`config.mk`:
```
export PLATFORM = sky130hd
export DESIGN_NAME = multi_channel_pulse_tachometer
export DESIGN_NICKNAME = d
export VERILOG_FILES = /design/src/design/mcpt_pkg.sv /design/src/design/mcpt_div.sv /design/src/design/multi_channel_pulse_tachometer.sv
export VERILOG_INCLUDE_DIRS = /design/src /design/src/design
export SDC_FILE = /design/constraint.sdc
export NUM_CORES = 1
export LEC_CHECK = 0
export ABC_CLOCK_PERIOD_IN_PS = 8300
export BUFFER_PORTS_ARGS = -buffer_cell sky130_fd_sc_hd__clkbuf_2
export CAP_MARGIN = 20
export CELL_PAD_IN_SITES_DETAIL_PLACEMENT = 0
export CELL_PAD_IN_SITES_GLOBAL_PLACEMENT = 1
export CORE_ASPECT_RATIO = 1.4
export CORE_MARGIN = 2
export CORE_UTILIZATION = 51
export DETAILED_ROUTE_END_ITERATION = 8
export PLACE_DENSITY = 0.77
export SETUP_SLACK_MARGIN = 0.3
export SLEW_MARGIN = 40
export SYNTH_ARGS = -nofsm -noshare
export SYNTH_HDL_FRONTEND = slang
export SYNTH_SLANG_ARGS = --single-unit
```
`constraint.sdc`:
```
create_clock -name aclk -period 8.3 [get_ports aclk]
set_input_delay 0.83 -clock aclk [delete_from_list [all_inputs] [get_ports aclk]]
set_output_delay 0.83 -clock aclk [all_outputs]
set_load 0.05 [all_outputs]
```
`src/design/assert_macros.svh`:
```
// Assertion macros shared by the tachometer RTL.
// Simulation builds see concurrent assertions; synthesis builds see nothing.
`ifndef ASSERT_MACROS_SVH
`define ASSERT_MACROS_SVH

`ifndef SYNTHESIS

`define MCPT_ASSERT(label, clk, rstn, prop) \
    label: assert property (@(posedge clk) disable iff (!(rstn)) (prop)) \
        else $error("assertion failed");

`define MCPT_ASSERT_NEVER(label, clk, rstn, prop) \
    label: assert property (@(posedge clk) disable iff (!(rstn)) !(prop)) \
        else $error("forbidden condition seen");

`else

`define MCPT_ASSERT(label, clk, rstn, prop)

`define MCPT_ASSERT_NEVER(label, clk, rstn, prop)

`endif

`endif

```
`src/design/mcpt_pkg.sv`:
```
package mcpt_pkg;

    localparam int CHANNELS = 5;
    localparam int CH_IDX_W = (CHANNELS > 1) ? $clog2(CHANNELS) : 1;

    localparam int CHAN_W = 3;
    localparam int TIME_W = 32;
    localparam int RPM_W  = 16;
    localparam int PPR_W  = 8;

    localparam int S_TDATA_W = 40;
    localparam int M_TDATA_W = 24;

    localparam logic [PPR_W-1:0]  PPR_RESET     = 8'd4;
    localparam logic [TIME_W-1:0] RPM_NUMERATOR = 32'd60000000;
    localparam logic [RPM_W-1:0]  RPM_MAX       = 16'hFFFF;

    // Periods at or below this limit give a quotient above the rpm range.
    localparam logic [TIME_W-1:0] SAT_LIMIT =
        RPM_NUMERATOR / (32'(RPM_MAX) + 32'd1);

    localparam int NUM_BITS = $clog2(int'(RPM_NUMERATOR) + 1);
    localparam int STEP_W   = $clog2(NUM_BITS);

    typedef struct packed {
        logic busy;
        logic done;
    } div_stat_t;

endpackage

```
`src/design/mcpt_div.sv`:
```
// Restoring divider: the fixed rpm numerator over a 32-bit period, one
// quotient bit per cycle. Only the low quotient bits are kept because the
// caller starts it only when the quotient fits the rpm field.
module mcpt_div (
    input  logic                          aclk,
    input  logic                          aresetn,
    input  logic                          start,
    input  logic [mcpt_pkg::TIME_W-1:0]   divisor,
    output mcpt_pkg::div_stat_t           stat,
    output logic [mcpt_pkg::RPM_W-1:0]    quotient
);

    logic                            busy_reg;
    logic                            done_reg;
    logic [mcpt_pkg::STEP_W-1:0]     step_reg;
    logic [mcpt_pkg::TIME_W-1:0]     rem_reg;
    logic [mcpt_pkg::TIME_W-1:0]     dvs_reg;
    logic [mcpt_pkg::NUM_BITS-1:0]   num_reg;
    logic [mcpt_pkg::RPM_W-1:0]      quo_reg;

    logic [mcpt_pkg::TIME_W:0]       shifted;
    logic [mcpt_pkg::TIME_W:0]       diff;
    logic                            fits;
    logic [mcpt_pkg::TIME_W-1:0]     rem_next;
    logic                            last_step;

    always_comb begin
        shifted   = {rem_reg, num_reg[mcpt_pkg::NUM_BITS-1]};
        diff      = shifted - {1'b0, dvs_reg};
        fits      = !diff[mcpt_pkg::TIME_W];
        rem_next  = fits ? diff[mcpt_pkg::TIME_W-1:0] : shifted[mcpt_pkg::TIME_W-1:0];
        last_step = (step_reg == mcpt_pkg::STEP_W'(mcpt_pkg::NUM_BITS - 1));
    end

    always_ff @(posedge aclk) begin
        if (!aresetn) begin
            busy_reg <= 1'b0;
            done_reg <= 1'b0;
        end else begin
            done_reg <= 1'b0;
            if (start) begin
                busy_reg <= 1'b1;
            end else if (busy_reg && last_step) begin
                busy_reg <= 1'b0;
                done_reg <= 1'b1;
            end
        end
    end

    always_ff @(posedge aclk) begin
        if (start) begin
            step_reg <= '0;
            rem_reg  <= '0;
            dvs_reg  <= divisor;
            num_reg  <= mcpt_pkg::RPM_NUMERATOR[mcpt_pkg::NUM_BITS-1:0];
        end else if (busy_reg) begin
            step_reg <= step_reg + 1'b1;
            rem_reg  <= rem_next;
            num_reg  <= {num_reg[mcpt_pkg::NUM_BITS-2:0], 1'b0};
            quo_reg  <= {quo_reg[mcpt_pkg::RPM_W-2:0], fits};
        end
    end

    assign stat.busy = busy_reg;
    assign stat.done = done_reg;
    assign quotient  = quo_reg;

endmodule

```
`src/design/multi_channel_pulse_tachometer.sv`:
```
// Multi-channel pulse tachometer.
// The s_ channel takes one pulse word per edge: the channel number and a
// free-running microsecond timestamp. Each channel counts pulses; when a pulse
// arrives with the count equal to pulses_per_rev, the revolution is complete
// and one result word goes out on the m_ channel: the channel, the rpm
// (60000000 over the period, capped at 65535) and a saturation flag in tuser.
// Pulses for channels beyond the last one are taken and dropped.
// cfg_we writes pulses_per_rev from cfg_wdata; write it only while idle.
// A pulse with a saturated period goes to the hold registers and from there
// to the output register; any other revolution first takes the 26 steps of
// the shared serial divider. A pulse without a result leaves the block ready
// for the next pulse. The block takes one pulse at a time and accepts the
// next once the result is in the output register.
// While the receiver stalls, a finished result waits in the output register;
// one more pulse may be taken and processed, and its result then holds the
// block until the output register frees.
// Reset clears all counts and revolution times and sets pulses_per_rev to 4.
`include "assert_macros.svh"

module multi_channel_pulse_tachometer (
    input  logic                              aclk,
    input  logic                              aresetn,
    input  logic                              s_tvalid,
    output logic                              s_tready,
    input  logic [mcpt_pkg::S_TDATA_W-1:0]    s_tdata,   // channel, time_us
    output logic                              m_tvalid,
    input  logic                              m_tready,
    output logic [mcpt_pkg::M_TDATA_W-1:0]    m_tdata,   // out_channel, rpm
    output logic [0:0]                        m_tuser,   // saturated
    input  logic                              cfg_we,
    input  logic [mcpt_pkg::PPR_W-1:0]        cfg_wdata
);

    localparam logic [1:0] ST_IDLE = 2'd0;
    localparam logic [1:0] ST_DIV  = 2'd1;
    localparam logic [1:0] ST_LOAD = 2'd2;

    logic [1:0]                       state_reg;
    logic [1:0]                       state_next;
    logic [mcpt_pkg::PPR_W-1:0]       ppr_reg;
    logic [mcpt_pkg::PPR_W-1:0]       cnt_reg  [mcpt_pkg::CHANNELS];
    logic [mcpt_pkg::TIME_W-1:0]      last_reg [mcpt_pkg::CHANNELS];

    logic [mcpt_pkg::CHAN_W-1:0]      hold_chan_reg;
    logic [mcpt_pkg::RPM_W-1:0]       hold_rpm_reg;
    logic                             hold_sat_reg;

    logic                             m_valid_reg;
    logic [mcpt_pkg::CHAN_W-1:0]      m_chan_reg;
    logic [mcpt_pkg::RPM_W-1:0]       m_rpm_reg;
    logic                             m_sat_reg;

    logic [mcpt_pkg::CHAN_W-1:0]      in_chan;
    logic [mcpt_pkg::TIME_W-1:0]      in_time;
    logic [mcpt_pkg::CH_IDX_W-1:0]    idx;
    logic                             chan_ok;
    logic                             accept;
    logic                             rev_hit;
    logic                             rev_start;
    logic [mcpt_pkg::TIME_W-1:0]      period;
    logic                             short_period;
    logic                             out_free;

    mcpt_pkg::div_stat_t              div_stat;
    logic [mcpt_pkg::RPM_W-1:0]       div_quo;

    always_comb begin
        in_chan      = s_tdata[mcpt_pkg::CHAN_W-1:0];
        in_time      = s_tdata[mcpt_pkg::CHAN_W+mcpt_pkg::TIME_W-1:mcpt_pkg::CHAN_W];
        idx          = in_chan[mcpt_pkg::CH_IDX_W-1:0];
        chan_ok      = {1'b0, in_chan} < (mcpt_pkg::CHAN_W + 1)'(mcpt_pkg::CHANNELS);
        accept       = s_tvalid && s_tready;
        rev_hit      = (cnt_reg[idx] == ppr_reg);
        rev_start    = accept && chan_ok && rev_hit;
        period       = in_time - last_reg[idx];
        short_period = (period <= mcpt_pkg::SAT_LIMIT);
        out_free     = !m_valid_reg || m_tready;
    end

    mcpt_div u_div (
        .aclk     (aclk),
        .aresetn  (aresetn),
        .start    (rev_start && !short_period),
        .divisor  (period),
        .stat     (div_stat),
        .quotient (div_quo)
    );

    always_comb begin
        state_next = state_reg;
        case (state_reg)
            ST_IDLE: begin
                if (rev_start) begin
                    state_next = short_period ? ST_LOAD : ST_DIV;
                end
            end
            ST_DIV: begin
                if (div_stat.done) begin
                    state_next = ST_LOAD;
                end
            end
            ST_LOAD: begin
                if (out_free) begin
                    state_next = ST_IDLE;
                end
            end
            default: state_next = ST_IDLE;
        endcase
    end

    always_ff @(posedge aclk) begin
        if (!aresetn) begin
            state_reg   <= ST_IDLE;
            ppr_reg     <= mcpt_pkg::PPR_RESET;
            m_valid_reg <= 1'b0;
            for (int i = 0; i < mcpt_pkg::CHANNELS; i++) begin
                cnt_reg[i]  <= '0;
                last_reg[i] <= '0;
            end
        end else begin
            state_reg <= state_next;
            if (cfg_we) begin
                ppr_reg <= cfg_wdata;
            end
            if (accept && chan_ok) begin
                if (rev_hit) begin
                    cnt_reg[idx]  <= mcpt_pkg::PPR_W'(1);
                    last_reg[idx] <= in_time;
                end else begin
                    cnt_reg[idx] <= cnt_reg[idx] + 1'b1;
                end
            end
            if (state_reg == ST_LOAD && out_free) begin
                m_valid_reg <= 1'b1;
            end else if (m_tready) begin
                m_valid_reg <= 1'b0;
            end
        end
    end

    always_ff @(posedge aclk) begin
        if (rev_start) begin
            hold_chan_reg <= in_chan;
            hold_rpm_reg  <= mcpt_pkg::RPM_MAX;
            hold_sat_reg  <= short_period;
        end else if (state_reg == ST_DIV && div_stat.done) begin
            hold_rpm_reg <= div_quo;
        end
        if (state_reg == ST_LOAD && out_free) begin
            m_chan_reg <= hold_chan_reg;
            m_rpm_reg  <= hold_rpm_reg;
            m_sat_reg  <= hold_sat_reg;
        end
    end

    assign s_tready   = (state_reg == ST_IDLE);
    assign m_tvalid   = m_valid_reg;
    assign m_tdata    = {{(mcpt_pkg::M_TDATA_W - mcpt_pkg::RPM_W - mcpt_pkg::CHAN_W){1'b0}},
                         m_rpm_reg, m_chan_reg};
    assign m_tuser[0] = m_sat_reg;

    `MCPT_ASSERT(a_done_only_in_div, aclk, aresetn, div_stat.done |-> (state_reg == ST_DIV))
    `MCPT_ASSERT(a_div_runs_in_div, aclk, aresetn, (state_reg == ST_DIV) |-> (div_stat.busy || div_stat.done))
    `MCPT_ASSERT(a_short_skips_div, aclk, aresetn, (rev_start && short_period) |=> (state_reg == ST_LOAD && hold_sat_reg))
    `MCPT_ASSERT(a_sat_gives_max, aclk, aresetn, (m_tvalid && m_tuser[0]) |-> (m_rpm_reg == mcpt_pkg::RPM_MAX))

endmodule

```
==> metrics.txt <==
Fin Clk Skew=24.39 ps; CTS tree=done; Num CTS Buffers=47; DR vias=15,019; P per Cell Area=between 200 and 250 nW/um^2; Post-CTS Resized=0; Setup crit end=u_div.dvs_reg[6]$_DFFE_PP_; Mapped Cells=around 1,900; Final Hold Vio Count=0; cell taking the most area after synthesis=edfxtp_1; highest achievable clock rate=0.1641 GHz; Initial Util=51.89%; clock root buffer=clkbuf_16; Starting DRT DRC Count=952; Combinational Power Share=22.6%; Leakage=0.009967 uW; RSZ-0062 raised after global routing=no; FF-to-FF setup slack=around 3200 ps; initial antenna violation count=3; Final TNS setup=0 ps; Worst Tran Pin Value=850.0 ps; Avg Cell Area, Syn=between 10 and 15 um^2; Max Cap Viol=0; average wire per standard cell=20.24 um; Crit Path Class=input port to flip-flop; most frequent CP cell=a21oi_1; Critical Path Source=s_tdata[0]; H-tree levels=2; Final ANT Viol Nets=0; Final Cycle Share=73.41%; Critical Path Max Stage Delay=590 ps; most frequent cells in the layout=edfxtp_1, and2_1, nor2_1, conb_1, nand2_1; Buffers & Inverters on Critical Path=4; clock sink count=between 400 and 500; Layout area overhead=13.37%; Worst path depth=18; GR Util All Layers=approximately a quarter; Area after DPL=24,420 um^2; Top-Level Pins=80; WP data required=8520 ps; Slew Viols, Final=0; Die Footprint=46,690 um^2; number of synthesized flops with an enable pin=approximately 390; Worst-Skew Late Latency=570 ps; first-pass GRT wire length=about 84 mm; number of hold buffers added after cts=0; post-route insts no fill=2,668; R2R depth=16; share of power burned in the clock network=32.4%; final instance area=between 20,000 and 30,000 um^2; Buffers on Ports=69; Placer Congestion=0.9016; Startpoint Class=input port; Setup violations, final=0; sequential area share after synthesis=about three fifths; vias in the first global route=15,076; switching share of power=28.87%; CP endpoint kind=flip-flop; area of the core=44,180 um^2; total power=about 6500 uW; internal power=4598 uW; Max clock buf depth=3; final-stage net count=2,199; maximum vdd ir drop=0.0001747 V; asr flop ratio synth=0%; placed cell count=2,583; Overflow after GRT=0; Tmin final=6093 ps; Slew headroom=43.12%; CP delay by family, top=compound AO/OA/AOI/OAI gates; vias per cell=5.629; Ys Warns=0; prevailing post-synth register cell=edfxtp_1; DRT Wirelength=~54 mm; post-synthesis register bit count=476; Mapped Area=22,930 um^2; capturing point of the worst reg2reg path=u_div.dvs_reg[6]$_DFFE_PP_; Max FO, Critical Path=55; post-synth top area share=around half; max reg flops=256; top post-synthesis cells by area=edfxtp_1, dfxtp_1, and2_1, ha_1, a22oi_1; post-synth cell types=85; Critical Path AT=6310 ps; most common cell after layout, fill and taps aside=edfxtp_1; crit path cell chain=clkbuf_2, buf_4, nor2b_1, a21oi_1, o21ai_0, a21oi_1, ha_1, nand2_1, a2111oi_0, o21ai_1, a21oi_1, a21oi_2, nor4b_1, a2111oi_2, nor4_4, a21oi_4, buf_8, buf_12; CP max-delay cell=clkbuf_2; detailed-route DRC error count=0; Die Span X=183.2 um; number of antenna diodes=0; # rows=91; Sw Pwr=1866 uW; Die H=254.9 um; HP Class=flip-flop to flip-flop; share of power burned in registers=45.0%; largest net degree at the start of global routing=67; fraction of layout cells with a size suffix above 1=13.41%; setup bufs post-CTS=0; RR Startpoint=last_reg[6][0]$_DFFE_PP_; Reg clk slew, reported paths=about 60 ps; Post-DP HPWL=between 30 and 40 mm; DRT Pass-1 Iters=5; status=finished clean
## logic make-up (layout without fill, tap and decap cells)
group / after synthesis / count (layout) / share of synthesized area, %
simple gates: 632 / 632 / 14.89
other cells: 1 / 125 / 0.01636
xor+xnor: 69 / 69 / 2.669
fa+ha+maj: 69 / 69 / 3.831
flops: 476 / 476 / 58.68
mux: 77 / 77 / 4.344
buf+inv: 174 / 255 / 3.274
compound gates: 407 / 407 / 12.30
## through the flow
| step | hold slack (ps) | setup WS (ps) | utilization [%] |
|---|---|---|---|
| after global placement | 403.7 | 1586 | 54.98 |
| after floorplan | 400.3 | 1877 | - |
| after detailed placement | 404.5 | 1553 | 55.27 |
| after CTS | 417.7 | 2122 | 58.69 |
| final | 416.6 | 2207 | 58.83 |
| after global routing | 425.3 | 1804 | 58.83 |
## layer usage
| layer | part of all wire, % | vias up | global-route usage [%] |
|---|---|---|---|
| met2 | 51 | 342 | 42.37 |
| met1 | 41 | 7328 | 29.14 |
| li1 | - | 7262 | - |
| met4 | 2.8 | 4 | 7.794 |
| met3 | 4.6 | 83 | 3.173 |
| met5 | 0.056 | - | 0 |
## synth_stat cells, types with 20 or more instances
cell type    n
nand2_1    117
a21oi_1     79
clkbuf_1    54
o21ai_0     63
inv_1       62
a21o_1      28
dfxtp_1     84
ha_1        67
nor3_2      23
nor2_1     146
buf_2       21
mux2i_1     41
and2_1     164
nor2b_1     26
edfxtp_1   392
xor2_1      33
o21a_1      20
a22oi_1     88
xnor2_1     35
a211oi_1    24
nand3_1     44
## final cells by class
type / instances / area, um^2
Fill cell: 3688 / 18190
Timing Repair Buffer: 109 / 753.2
Inverter: 64 / 241.5
Sequential cell: 476 / 13450
Clock buffer: 63 / 1320
Multi-Input combinational cell: 1379 / 9334
Clock inverter: 19 / 190.2
Tap cell: 558 / 698.2
## worst min-delay path by stage
stage	from	endpoint	slack [ps]	cells past startpoint
after floorplan	hold_chan_reg[0]$_DFFE_PP_	m_chan_reg[0]$_DFFE_PP_	400	0
after global placement	hold_chan_reg[0]$_DFFE_PP_	m_chan_reg[0]$_DFFE_PP_	400	0
after detailed placement	hold_sat_reg$_DFFE_PP_	m_tuser$_DFFE_PP_	400	0
after CTS	hold_chan_reg[0]$_DFFE_PP_	m_chan_reg[0]$_DFFE_PP_	420	0
after global routing	hold_chan_reg[0]$_DFFE_PP_	m_chan_reg[0]$_DFFE_PP_	430	0
final	hold_chan_reg[0]$_DFFE_PP_	m_chan_reg[0]$_DFFE_PP_	420	0
## power groups by stage
stage | sequential, uW | clock, uW | combinational, uW
CTS | 2910 | 2140 | 1470
detailed placement | 2960 | 0 | 1460
floorplan | 2930 | 0 | 1130
global placement | 2950 | 0 | 1440
finish | 2910 | 2100 | 1460
global route | 2930 | 2220 | 1630
(Power assumes the default switching activity.)
